`src/hdl/deq_pkg.sv`:
```
// Shared types, constants and ring index helpers for the double-ended queue.
// Used by deq_ctrl, deq_datapath and double_ended_queue.
package deq_pkg;

    localparam int DEPTH      = 16;
    localparam int DATA_WIDTH = 32;
    localparam int IDX_W      = $clog2(DEPTH);
    localparam int CNT_W      = $clog2(DEPTH + 1);

    localparam int FUNC_W   = 3;
    localparam int VALUE_W  = 32;
    localparam int STATUS_W = 2;
    localparam int COUNT_W  = 5;
    localparam int IN_TDATA_W  = 32;
    localparam int OUT_TDATA_W = 40;
    localparam int OUT_TUSER_W = 3;

    localparam logic [IDX_W-1:0] LAST_IDX = IDX_W'(DEPTH - 1);
    localparam logic [CNT_W-1:0] FULL_CNT = CNT_W'(DEPTH);

    typedef enum logic [FUNC_W-1:0] {
        OP_PUSH_FRONT = 3'd0,
        OP_PUSH_REAR  = 3'd1,
        OP_POP_FRONT  = 3'd2,
        OP_POP_REAR   = 3'd3,
        OP_SEARCH     = 3'd4
    } op_t;

    typedef enum logic [STATUS_W-1:0] {
        ST_OK        = 2'd0,
        ST_UNDERFLOW = 2'd1,
        ST_OVERFLOW  = 2'd2
    } status_t;

    typedef enum logic [1:0] {
        S_IDLE,
        S_POP_WAIT,
        S_SEARCH,
        S_FINISH
    } state_t;

    typedef struct packed {
        logic accept;
        logic scan_step;
        logic cap_read;
        logic load_out;
    } deq_cmd_t;

    typedef struct packed {
        logic in_pop_ok;
        logic in_search;
        logic scan_hit;
        logic scan_done;
        logic out_free;
    } deq_stat_t;

    function automatic logic [IDX_W-1:0] step_up(input logic [IDX_W-1:0] i);
        return (i == LAST_IDX) ? '0 : i + 1'b1;
    endfunction

    function automatic logic [IDX_W-1:0] step_down(input logic [IDX_W-1:0] i);
        return (i == '0) ? LAST_IDX : i - 1'b1;
    endfunction

endpackage

```
`src/hdl/deq_ctrl.sv`:
```
// Request sequencer for the double-ended queue.
// Depends on deq_pkg; drives deq_datapath through deq_cmd_t.
module deq_ctrl
    import deq_pkg::*;
(
    input  logic      clk,
    input  logic      rst_n,
    input  logic      in_valid,
    output logic      in_ready,
    input  deq_stat_t stat,
    output deq_cmd_t  cmd
);

    state_t state_reg;
    state_t state_next;

    always_ff @(posedge clk or negedge rst_n)
    begin
        if (!rst_n)
        begin
            state_reg <= S_IDLE;
        end
        else
        begin
            state_reg <= state_next;
        end
    end

    always_comb
    begin
        state_next = state_reg;
        cmd        = '0;
        in_ready   = 1'b0;
        unique case (state_reg)
            S_IDLE:
            begin
                in_ready = 1'b1;
                if (in_valid)
                begin
                    cmd.accept = 1'b1;
                    if (stat.in_pop_ok)
                    begin
                        state_next = S_POP_WAIT;
                    end
                    else if (stat.in_search)
                    begin
                        state_next = S_SEARCH;
                    end
                    else
                    begin
                        state_next = S_FINISH;
                    end
                end
            end
            S_POP_WAIT:
            begin
                cmd.cap_read = 1'b1;
                state_next   = S_FINISH;
            end
            S_SEARCH:
            begin
                if (stat.scan_hit)
                begin
                    cmd.cap_read = 1'b1;
                    state_next   = S_FINISH;
                end
                else if (stat.scan_done)
                begin
                    state_next = S_FINISH;
                end
                else
                begin
                    cmd.scan_step = 1'b1;
                end
            end
            S_FINISH:
            begin
                if (stat.out_free)
                begin
                    cmd.load_out = 1'b1;
                    state_next   = S_IDLE;
                end
            end
            default:
            begin
                state_next = S_IDLE;
            end
        endcase
    end

    assert property (@(posedge clk) disable iff (!rst_n)
        (state_reg == S_POP_WAIT) |=> (state_reg == S_FINISH))
        else $error("pop read not followed by finish");

    assert property (@(posedge clk) disable iff (!rst_n)
        cmd.accept |-> !cmd.load_out && !cmd.scan_step)
        else $error("accept overlaps other work");

    assert property (@(posedge clk) disable iff (!rst_n)
        (state_reg == S_FINISH && stat.out_free) |=> (state_reg == S_IDLE))
        else $error("finished result not handed off");

endmodule

```
`src/hdl/deq_datapath.sv`:
```
// Ring store, head/tail/count registers, search scan and result registers.
// Depends on deq_pkg; commanded by deq_ctrl.
module deq_datapath
    import deq_pkg::*;
(
    input  logic                  clk,
    input  logic                  rst_n,
    input  logic [FUNC_W-1:0]     func,
    input  logic [VALUE_W-1:0]    data_value,
    input  deq_cmd_t              cmd,
    output deq_stat_t             stat,
    input  logic                  out_ready,
    output logic                  out_valid,
    output logic [VALUE_W-1:0]    result_value,
    output logic                  found,
    output logic [STATUS_W-1:0]   status,
    output logic [COUNT_W-1:0]    count
);

    logic [DATA_WIDTH-1:0] ring_mem [DEPTH];

    logic [IDX_W-1:0]      head_reg, head_next;
    logic [IDX_W-1:0]      tail_reg, tail_next;
    logic [CNT_W-1:0]      count_reg, count_next;
    logic [IDX_W-1:0]      scan_pos_reg, scan_pos_next;
    logic [CNT_W-1:0]      scan_left_reg, scan_left_next;
    logic                  cmp_valid_reg, cmp_valid_next;
    logic                  out_valid_reg, out_valid_next;

    logic [DATA_WIDTH-1:0] key_reg, key_next;
    logic [DATA_WIDTH-1:0] res_value_reg, res_value_next;
    logic                  found_reg, found_next;
    status_t               status_reg, status_next;
    logic [DATA_WIDTH-1:0] rd_data_reg;
    logic [VALUE_W-1:0]    out_value_reg;
    logic                  out_found_reg;
    status_t               out_status_reg;
    logic [COUNT_W-1:0]    out_count_reg;

    op_t                   op;
    logic [DATA_WIDTH-1:0] in_key;
    logic                  full;
    logic                  empty;
    logic                  is_pop;
    logic                  wr_en;
    logic [IDX_W-1:0]      wr_addr;
    logic                  rd_en;
    logic [IDX_W-1:0]      rd_addr;

    assign op     = op_t'(func);
    assign in_key = data_value[DATA_WIDTH-1:0];
    assign full   = (count_reg == FULL_CNT);
    assign empty  = (count_reg == '0);
    assign is_pop = (op == OP_POP_FRONT) || (op == OP_POP_REAR);

    assign stat.in_pop_ok = is_pop && !empty;
    assign stat.in_search = (op == OP_SEARCH);
    assign stat.scan_hit  = cmp_valid_reg && (rd_data_reg == key_reg);
    assign stat.scan_done = (scan_left_reg == '0);
    assign stat.out_free  = !out_valid_reg || out_ready;

    always_comb
    begin
        head_next      = head_reg;
        tail_next      = tail_reg;
        count_next     = count_reg;
        scan_pos_next  = scan_pos_reg;
        scan_left_next = scan_left_reg;
        key_next       = key_reg;
        res_value_next = res_value_reg;
        found_next     = found_reg;
        status_next    = status_reg;
        wr_en          = 1'b0;
        wr_addr        = tail_reg;
        rd_en          = 1'b0;
        rd_addr        = scan_pos_reg;
        cmp_valid_next = cmd.scan_step;

        if (cmd.accept)
        begin
            key_next       = in_key;
            res_value_next = '0;
            found_next     = 1'b0;
            status_next    = ST_OK;
            scan_pos_next  = head_reg;
            scan_left_next = count_reg;
            case (op)
                OP_PUSH_FRONT:
                begin
                    if (full)
                    begin
                        status_next = ST_OVERFLOW;
                    end
                    else
                    begin
                        head_next  = step_down(head_reg);
                        wr_en      = 1'b1;
                        wr_addr    = step_down(head_reg);
                        count_next = count_reg + 1'b1;
                    end
                end
                OP_PUSH_REAR:
                begin
                    if (full)
                    begin
                        status_next = ST_OVERFLOW;
                    end
                    else
                    begin
                        wr_en      = 1'b1;
                        wr_addr    = tail_reg;
                        tail_next  = step_up(tail_reg);
                        count_next = count_reg + 1'b1;
                    end
                end
                OP_POP_FRONT:
                begin
                    if (empty)
                    begin
                        status_next = ST_UNDERFLOW;
                    end
                    else
                    begin
                        rd_en      = 1'b1;
                        rd_addr    = head_reg;
                        head_next  = step_up(head_reg);
                        count_next = count_reg - 1'b1;
                    end
                end
                OP_POP_REAR:
                begin
                    if (empty)
                    begin
                        status_next = ST_UNDERFLOW;
                    end
                    else
                    begin
                        rd_en      = 1'b1;
                        rd_addr    = step_down(tail_reg);
                        tail_next  = step_down(tail_reg);
                        count_next = count_reg - 1'b1;
                    end
                end
                default:
                begin
                end
            endcase
        end

        if (cmd.scan_step)
        begin
            rd_en          = 1'b1;
            rd_addr        = scan_pos_reg;
            scan_pos_next  = step_up(scan_pos_reg);
            scan_left_next = scan_left_reg - 1'b1;
        end

        if (cmd.cap_read)
        begin
            res_value_next = rd_data_reg;
            found_next     = 1'b1;
        end

        if (cmd.load_out)
        begin
            out_valid_next = 1'b1;
        end
        else if (out_ready)
        begin
            out_valid_next = 1'b0;
        end
        else
        begin
            out_valid_next = out_valid_reg;
        end
    end

    always_ff @(posedge clk)
    begin
        if (wr_en)
        begin
            ring_mem[wr_addr] <= key_next;
        end
        if (rd_en)
        begin
            rd_data_reg <= ring_mem[rd_addr];
        end
    end

    always_ff @(posedge clk or negedge rst_n)
    begin
        if (!rst_n)
        begin
            head_reg      <= '0;
            tail_reg      <= '0;
            count_reg     <= '0;
            scan_pos_reg  <= '0;
            scan_left_reg <= '0;
            cmp_valid_reg <= 1'b0;
            out_valid_reg <= 1'b0;
        end
        else
        begin
            head_reg      <= head_next;
            tail_reg      <= tail_next;
            count_reg     <= count_next;
            scan_pos_reg  <= scan_pos_next;
            scan_left_reg <= scan_left_next;
            cmp_valid_reg <= cmp_valid_next;
            out_valid_reg <= out_valid_next;
        end
    end

    always_ff @(posedge clk)
    begin
        key_reg       <= key_next;
        res_value_reg <= res_value_next;
        found_reg     <= found_next;
        status_reg    <= status_next;
        if (cmd.load_out)
        begin
            out_value_reg  <= VALUE_W'(res_value_reg);
            out_found_reg  <= found_reg;
            out_status_reg <= status_reg;
            out_count_reg  <= COUNT_W'(count_reg);
        end
    end

    assign out_valid    = out_valid_reg;
    assign result_value = out_value_reg;
    assign found        = out_found_reg;
    assign status       = out_status_reg;
    assign count        = out_count_reg;

    assert property (@(posedge clk) disable iff (!rst_n)
        count_reg <= FULL_CNT)
        else $error("entry count above capacity");

    assert property (@(posedge clk) disable iff (!rst_n)
        cmd.load_out |-> stat.out_free)
        else $error("result register overwritten");

    assert property (@(posedge clk) disable iff (!rst_n)
        (cmd.accept && stat.in_pop_ok) |=> (count_reg == $past(count_reg) - 1'b1))
        else $error("pop did not decrement count");

    assert property (@(posedge clk) disable iff (!rst_n)
        (cmd.accept && full && (op == OP_PUSH_FRONT || op == OP_PUSH_REAR))
        |=> $stable(count_reg) && $stable(head_reg) && $stable(tail_reg))
        else $error("push on full queue changed state");

endmodule

```
`src/hdl/double_ended_queue.sv`:
```
// Double-ended queue top level: stream ports, sequencer and datapath.
// Push, underflow, overflow and unused codes go from accept to the finish state; pops pass a store read state first.
// Search scans from the front until a hit or until all stored entries are checked, then finishes.
// One request in flight; the next is taken while the previous result waits at the output.
// Asynchronous active-low reset empties the queue; store contents are left as they were.
// Depends on deq_pkg, deq_ctrl and deq_datapath.
module double_ended_queue
    import deq_pkg::*;
(
    input  logic                   clk,
    input  logic                   rst_n,
    input  logic                   s_axis_tvalid,
    output logic                   s_axis_tready,
    input  logic [IN_TDATA_W-1:0]  s_axis_tdata,   // [31:0] data_value
    input  logic [FUNC_W-1:0]      s_axis_tuser,   // [2:0] func
    output logic                   m_axis_tvalid,
    input  logic                   m_axis_tready,
    output logic [OUT_TDATA_W-1:0] m_axis_tdata,   // [31:0] result_value, [36:32] count
    output logic [OUT_TUSER_W-1:0] m_axis_tuser    // [0] found, [2:1] status
);

    deq_cmd_t              cmd;
    deq_stat_t             stat;
    logic [VALUE_W-1:0]    result_value;
    logic                  found;
    logic [STATUS_W-1:0]   status;
    logic [COUNT_W-1:0]    count;

    deq_ctrl u_ctrl (
        .clk      (clk),
        .rst_n    (rst_n),
        .in_valid (s_axis_tvalid),
        .in_ready (s_axis_tready),
        .stat     (stat),
        .cmd      (cmd)
    );

    deq_datapath u_datapath (
        .clk          (clk),
        .rst_n        (rst_n),
        .func         (s_axis_tuser),
        .data_value   (s_axis_tdata),
        .cmd          (cmd),
        .stat         (stat),
        .out_ready    (m_axis_tready),
        .out_valid    (m_axis_tvalid),
        .result_value (result_value),
        .found        (found),
        .status       (status),
        .count        (count)
    );

    assign m_axis_tdata = {{(OUT_TDATA_W - VALUE_W - COUNT_W){1'b0}}, count, result_value};
    assign m_axis_tuser = {status, found};

endmodule

```
`config.mk`:
```
export PLATFORM = sky130hd
export DESIGN_NAME = double_ended_queue
export DESIGN_NICKNAME = d
export VERILOG_FILES = /design/src/hdl/deq_pkg.sv /design/src/hdl/deq_ctrl.sv /design/src/hdl/deq_datapath.sv /design/src/hdl/double_ended_queue.sv
export SDC_FILE = /design/constraint.sdc
export NUM_CORES = 1
export LEC_CHECK = 0
export BUFFER_PORTS_ARGS = -buffer_cell sky130_fd_sc_hd__buf_2
export CORE_AREA = 2 2 307 188
export CTS_BUF_LIST = sky130_fd_sc_hd__clkbuf_4 sky130_fd_sc_hd__clkbuf_8 sky130_fd_sc_hd__clkbuf_16
export DETAILED_ROUTE_END_ITERATION = 8
export DIE_AREA = 0 0 309 190
export GPL_TIMING_DRIVEN = 0
export PLACE_DENSITY = 0.69
export SKIP_CTS_REPAIR_TIMING = 1
export SLEW_MARGIN = 15
export SYNTH_ARGS = -nofsm -noshare
export SYNTH_HDL_FRONTEND = slang
export SYNTH_HIERARCHICAL = 1
export SYNTH_SLANG_ARGS = --single-unit
```
`constraint.sdc`:
```
create_clock -name clk -period 4.3 [get_ports clk]
set_clock_uncertainty 0.2 [all_clocks]
set_input_delay 0.215 -clock clk [delete_from_list [all_inputs] [get_ports clk]]
set_output_delay 0.215 -clock clk [all_outputs]
set_load 0.03 [all_outputs]
```
Word level (Yosys, flattened, before mapping)
Memories as Yosys holds them, arrays and structs flattened. A register that Yosys moved wholly into a read port is not among the register bits.
Index checks and enable logic that the tools add are counted.
Cells by class
  shift-type cells: 0
  eq/ne operators: 21
  reduce and logical (&&, ||, !) cells: 24
  add/subtract/negate cells: 8
  magnitude comparators: 0
  multiply operators: 0
  mux-type cells: 60
  bitwise operators: 0
  divide/modulo/power cells: 0
Operators with widths (count)
  two-way mux 32 bit: 3
  two-way mux 4 bit: 18
  equality test 32 bit: 1
  one-hot mux 4 bit (2 select lines): 3
  two-way mux 1 bit: 22
  two-way mux 5 bit: 4
  != test 2 bit (second input constant): 8
  adder 4 x 1 -> 4 bit (second input constant): 3
  equality test 4 bit (second input constant): 3
  two-way mux 2 bit: 6
  AND reduction 4 bit: 3
  nonzero test 2 bit: 6
  logical NOT 5 bit: 2
  one-hot mux 5 bit (2 select lines): 1
  subtractor 5 x 1 -> 5 bit (second input constant): 2
  logical NOT 4 bit: 2
  one-hot mux 2 bit (4 select lines): 1
  subtractor 4 x 1 -> 4 bit (second input constant): 2
  equality test 3 x 2 -> 1 bit (second input constant): 2
  adder 5 x 1 -> 5 bit (second input constant): 1
  equality test 5 bit (second input constant): 1
  equality test 2 bit (second input constant): 2
  one-hot mux 2 bit (2 select lines): 1
  OR reduction 2 bit: 2
  11 further kinds: 14
Word-level totals
  bits in writable memories: 512
  latch bits: 0
  memories kept: 1
  bits in read-only memories: 0
  flip-flop bits (word level): 133
Memory list
  u_datapath.ring_mem: depth 16, width 32, rd ports 1, clocked after memory_dff 1, wr ports 1, RTL line deq_datapath.sv:20  | logic [DATA_WIDTH-1:0] ring_mem [DEPTH];

Depth between registers and ports, before layout
Gate-level depths: netlist of run 1.
  depth after elaboration: 6
  gate-level depth with buffers: 16
  gate-level depth less buffers: 12

Hierarchy
The synthesis of run 1 kept the hierarchy.
Modules (own cells, without submodules)
  deq_datapath: instances 1, cells each 1810, area each 27946.8 µm²
  deq_ctrl: instances 1, cells each 22, area each 227.7 µm²
  double_ended_queue: instances 1, cells each 5, area each 33.8 µm²

Worst setup path before layout of run 1
No wires, ideal clock.
  path type: reg-to-reg
  from: reg u_ctrl.state_reg[0]
  to: mem u_datapath.ring_mem[8][0], enable pin
  arrival: 4.210 ns
  stages on the path, launching flop included: 11
  period minus slack after synthesis: 4.831 ns
  data required time: 3.679 ns
  path slack: -0.531 ns
  buffers on the path: 1
  library setup time: 0.421 ns
  cell sequence: dfrtp_1 > inv_1 > ha_1 > and2_1 > clkbuf_1 > nand2b_1 > a211oi_1 > nor2b_1 > mux2i_1 > nand2_1 > nor2_1
RTL lines
  start: declaration: RTL line deq_ctrl.sv:14  | state_t state_reg;
  start signal: assignment: RTL line deq_ctrl.sv:25  | state_reg <= state_next;
  end: declaration: RTL line deq_datapath.sv:20

==> qor.yml, run 1 <==
die:
  rows: 68
  pin_count: 84
  fp.dieH_um: 190
  core_area_mm2: 0.05632
  dieArea_mm2: 0.05871
  start_util_pct: 50.08
  die_w_um: 309
yosys:
  synth_area_mm2: 0.02821
  synthTopCellsByArea: "edfxtp_1 66%, a211oi_1 6.1%, mux2i_1 4.9%"
  yosysMostFrequentCell: "edfxtp_1"
  synth_cells: 1837
  yosys_register_bits: 677
  ys_seq_area_share_pct: 70.44
  synth_top_area_share_pct: 65.79
  synth_cell_type_count: 55
  yosysTopAreaCell: "edfxtp_1"
  synth_edf_count: 618
  synth-main-ff-cell: "edfxtp_1"
  synth-async-reset-ratio_pct: 3.840
  syn_avg_cell_area_um2: 15.36
  synth_warnings: 6
  synth_common_cells: "618 x edfxtp_1, 228 x a211oi_1, 144 x inv_1"
placement:
  preCtsSetupSlack_ps: -2362
  dp.cells: 2704
  io_buffer_count: 79
  dp_hpwl_um: 54820
  gp_congestion: 0.9034
sta:
  min_period_ps: 4750
  tightest_slew_ps: 963.4
  drv_slew: 0
  max_freq_mhz: 210.5
  whs_ps: -18.21
  hold_viol_final: 28
  rsz0062_at_grt: "true"
  period_share_pct: 110.5
  setup_viol: 32
  max_slew_margin_pct: 35.77
  setup_slack_ps: -449.8
critical_path:
  arrival_ps: 4890
  worstPathMaxFanout: 10
  path_class: "register to register"
  cp-end-kind: "register"
  cp.required_ps: 4440
  critPathLaunchType: "register"
worst_hold_path:
  hp-class: "input port to asynchronous set/reset pin"
detailed_routing:
  dr_total_vias: 18120
  dr_wl_met3_um: 13000
  drc: 0
  firstDrtPassIters: 6
  top_layer: "met5"
  drt.antenna.violating_nets: 0
  drt-met1-wl_um: 32720
  route.met2.wl_um: 32980
  viasPerCell: 6.275
  wl_um: 80430
  routedWlPerCell_um: 27.85
  drtIter0Drc: 2684
clock_network:
  cts_buffers: 59
  cts_buffer_depth: 3
  root_buffer: "clkbuf_16"
  cts_num_sinks: 677
  clk_pin_slew_ps: 70
  clk_latency_ps: 620
  cts_tree: "yes"
  htree_levels: 2
finish:
  top_register: "u_datapath/ring_mem"
  drive_above_1_share_pct: 26.97
  final_cell_count_no_fill: 2888
  largest_register_ffs: 512
  nNetsFinal: 2120
  area_delta_synth_final_pct: 21.34
  fillers: 4043
status:
  status: "complete, but fails checks"
  violations: "hold timing, setup timing"
power:
  irDropWorstVdd_mv: 0.4738
  powerDensity_mw_per_mm2: 732.7
  leakage_nw: 11.92
  power.total_mw: 25.08
global_route:
  grt_overflow: 0
  track_usage_pct: 26.28
  grt_pass1_wl_um: 111000
  grt_max_degree: 34
  antenna_found_initial: 5
  grt_pass1_vias: 16600
run:
  maxCapViolCount: 0
-- area by class of cell --
type | instances | area (um2) | share of cell area [%]
antenna | 1 | 2.502 | 0.007311
clock buffer | 84 | 1743 | 5.092
buffer | 147 | 1149 | 3.356
tap | 770 | 963.4 | 2.815
sequential | 677 | 19870 | 58.05
timing repair buffer | 166 | 1629 | 4.759
clock inverter | 28 | 272.8 | 0.7969
inverter | 144 | 540.5 | 1.579
multi-input combinational | 871 | 8059 | 23.55
-- placed cells by master, fill, tap and decap left out, types with 9 or more instances in the layout --
cell type / count
a211oi_1: 142
a211oi_2: 103
a211oi_4: 14
a21oi_1: 23
a221oi_1: 127
and2_1: 34
buf_12: 27
buf_16: 13
buf_2: 84
buf_4: 41
buf_6: 27
buf_8: 9
clkbuf_1: 41
clkbuf_16: 61
clkbuf_2: 20
clkbuf_4: 32
clkinv_2: 13
dfrtp_1: 26
dfxtp_1: 33
dlygate4sd3_1: 33
edfxtp_1: 618
ha_1: 14
inv_1: 144
mux2_2: 35
mux2i_1: 124
mux2i_2: 10
nand2_1: 31
nor2_1: 14
nor2_4: 17
o21ai_0: 17
or4_1: 17
or4_4: 15
xnor2_1: 33
-- critical path, stage by stage (launching register included) --
cell	delay, ps
edfxtp_1	430
xnor2_2	330
nand4_1	400
nor4_2	260
nand4_1	190
nor4_4	170
buf_4	180
nor3b_4	80
nand2b_4	220
a211o_1	270
buf_8	160
mux2i_4	230
buf_12	200
buf_4	200
a211oi_1	250
a211oi_1	100
or4_4	570
-- routing by layer --
metal	GRT usage, %	vias to the layer above
met2	35.43	1223
met5	0	-
li1	-	7694
met4	5.302	4
met3	10.16	140
met1	40.08	9060
-- kinds of logic after synthesis --
family | synth area share [%]
DFF | 70.44
AOI/OAI and AO/OA | 13.02
buffers and inverters | 4.467
muxes | 6.467
and+or+nand+nor | 3.509
xor gates and xnor gates | 1.397
adders and majority gates | 0.6920
other | 0.01329
-- per-stage QoR --
stage	utilization, %	TNS, ps	area (um2)
after floorplan	-	-71540	28270
after global placement	52.60	-935960	29620
after detailed placement	53.45	-563500	30110
after CTS	57.03	-581340	32120
after global routing	60.77	-19750	34230
final	60.77	-12270	34230
-- path summary, 6_finish.rpt --
path | cells past startpoint | end | slack, ps | start
max | 16 | u_datapath/rd_data_reg[5] | -450 | u_datapath/rd_data_reg[22]
min reg2reg | 0 | u_datapath/result_value[13] | 220 | u_datapath/res_value_reg[13]
max in group asynchronous | 2 | u_datapath/tail_reg[1] | 3490 | rst_n
min in group clk | 2 | u_datapath/key_reg[4] | -10 | s_axis_tdata[4]
min | 2 | u_datapath/head_reg[0] | -20 | rst_n
max reg2reg | 16 | u_datapath/rd_data_reg[5] | -450 | u_datapath/rd_data_reg[22]
-- report_power, final --
| part | leakage, nW | internal, mW | switching [mW] | total [mW] |
|---|---|---|---|---|
| combinational | 4.69 | 3.30 | 6.50 | 9.81 |
| clock | 1.02 | 3.13 | 2.38 | 5.51 |
| sequential | 6.21 | 9.11 | 0.656 | 9.76 |
| total | 11.9 | 15.5 | 9.54 | 25.1 |
Power figures use the tool's default switching activity.
==> inputs of run 2 (changes only) <==
Settings changed: CORE_AREA 2 2 307 188 to 2 2 346 211, DIE_AREA 0 0 309 190 to 0 0 348 213, PLACE_DENSITY 0.69 to unset.
==> run 2 against run 1 <==
- the run still ends with hold timing, setup timing left
- power is 2.8% higher
- highest routed layer is now met4
- routed wire length is 6.8% higher
- core utilization is 12 points lower
- final area is 1.8% higher
- critical endpoint is now u_datapath/rd_data_reg[26]
==> qor.yml, run 2 (same netlist as run 1, synthesis figures left out) <==
status:
  status: "complete, but fails checks"
  violations: "hold timing, setup timing"
global_route:
  track_usage_pct: 22.02
  grt_pass1_wl_um: 117100
  grt_pass1_vias: 16730
  antenna_found_initial: 2
  grt_max_degree: 34
  grt_overflow: 0
sta:
  hold_viol_final: 1
  max_slew_margin_pct: 25.13
  max_freq_mhz: 203.5
  finalSetupTns_ps: -17860
  setup_viol: 32
  rsz0062_at_grt: "true"
  whs_ps: -7.510
  drv_slew: 0
  period_share_pct: 114.3
  min_period_ps: 4914
  setup_slack_ps: -613.9
  tightest_slew_ps: 1123
finish:
  fin_util_pct: 49.05
  final_cell_mix: "618 x edfxtp_1, 144 x inv_1, 136 x a211oi_1, 128 x mux2i_1, 108 x a221oi_1"
  nNetsFinal: 2142
  area_delta_synth_final_pct: 23.52
  top_register: "u_datapath/ring_mem"
  final_common_cell: "edfxtp_1"
  final_cell_count_no_fill: 3076
  drive_above_1_share_pct: 28.75
  largest_register_ffs: 512
clock_network:
  clk_pin_slew_ps: 70
  root_buffer: "clkbuf_16"
  cts_buffers: 60
  cts_buffer_depth: 3
  cts_num_sinks: 677
  clk_latency_ps: 640
  cts_tree: "yes"
  htree_levels: 2
die:
  fp.dieH_um: 213
  pin_count: 84
  core_area_mm2: 0.07103
  die_w_um: 348
  rows: 76
  start_util_pct: 39.71
  dieArea_mm2: 0.07412
run:
  maxCapViolCount: 0
critical_path:
  cp_top_family: "simple AND/OR/NAND/NOR gates"
  critPathBufInv: 4
  cp-end-kind: "register"
  cp.required_ps: 4440
  slowest_stage: "or4_4"
  cpPeakStageDelay_ps: 620
  arrival_ps: 5060
  critPathLaunchType: "register"
  crit_top_cell: "buf_4"
  path_cells: "xnor2_2 -> nand4_1 -> nor4_2 -> nand4_1 -> nor4_4 -> buf_4 -> nor3b_4 -> nand2b_4 -> a211o_1 -> buf_8 -> buf_4 -> a211o_1 -> nand3_2 -> buf_4 -> a211oi_1 -> or4_4"
  worstPathMaxFanout: 10
  path_class: "register to register"
power:
  powerDensity_mw_per_mm2: 740.3
  seqPwrFrac_pct: 38.0
  p_sw_share_pct: 39.00
  power_switching_mw: 10.06
  clkPwrFrac_pct: 21.6
  irDropWorstVdd_mv: 0.4207
  leakage_nw: 12.10
  comb_power_share_pct: 40.4
  p_int_mw: 15.73
placement:
  dp.cells: 2868
  preCtsSetupSlack_ps: -2603
  io_buffer_count: 79
  dp_hpwl_um: 58340
  gp_congestion: 0.8972
detailed_routing:
  routedWlPerCell_um: 27.92
  drt.antenna.violating_nets: 0
  firstDrtPassIters: 6
  drc: 0
  dr_total_vias: 18220
  viasPerCell: 5.923
  drtIter0Drc: 2386
  wl_um: 85900
worst_hold_path:
  hp-class: "input port to register"
-- run 2: cell count changes in the layout (fill, tap and decap cells not counted), sizes merged --
cell         before  now
buf             203  227
clkbuf          161  156
clkinv           21   23
dlygate4sd3      33   35
nor2             31   30
-- run 2: layer usage --
metal  global-route usage (%)  wire length, um
met1                    33.56            38000
met2                    29.02            33540
met3                    8.825            12870
met4                    4.598             1486
met5                        0                0
-- run 2: power by group through the flow --
stage / Combinational [mW] / Sequential [mW] / Clock [mW]
after global placement: 8.12 / 9.88 / 0
after global routing: 10.8 / 9.87 / 5.91
after detailed placement: 8.42 / 9.90 / 0
after CTS: 8.44 / 9.77 / 5.63
final: 10.4 / 9.80 / 5.58
after floorplan: 4.88 / 9.88 / 0
-- run 2: area by class of cell --
class	count	area, um2
clock buffer	83	1734
tap	936	1171
buffer	147	1175
timing repair buffer	188	1829
inverter	144	540.5
clock inverter	30	289.0
fill	5893	36190
antenna	1	2.502
multi-input combinational	870	8233
sequential	677	19870
-- run 2: metrics by stage --
step / power [mW] / cell area (um2)
5_1_grt: 26.61 / 34840
4_1_cts: 23.84 / 32280
3_5_place_dp: 18.33 / 30260
2_1_floorplan: 14.75 / 28270
3_3_place_gp: 18.01 / 29830
6_report: 25.79 / 34840
-- run 2: worst paths after layout --
| kind | startpoint | end | slack, ps | cells after the start |
|---|---|---|---|---|
| setup / recovery | u_datapath/rd_data_reg[11] | u_datapath/rd_data_reg[26] | -610 | 16 |
| hold / removal | s_axis_tdata[4] | u_datapath/key_reg[4] | -8 | 2 |
| setup reg to reg | u_datapath/rd_data_reg[11] | u_datapath/rd_data_reg[26] | -610 | 16 |
| hold reg to reg | u_datapath/res_value_reg[29] | u_datapath/result_value[29] | 220 | 0 |
| max in group asynchronous | rst_n | u_datapath/head_reg[0] | 2360 | 4 |
| min in group asynchronous | rst_n | u_datapath/head_reg[2] | 460 | 3 |
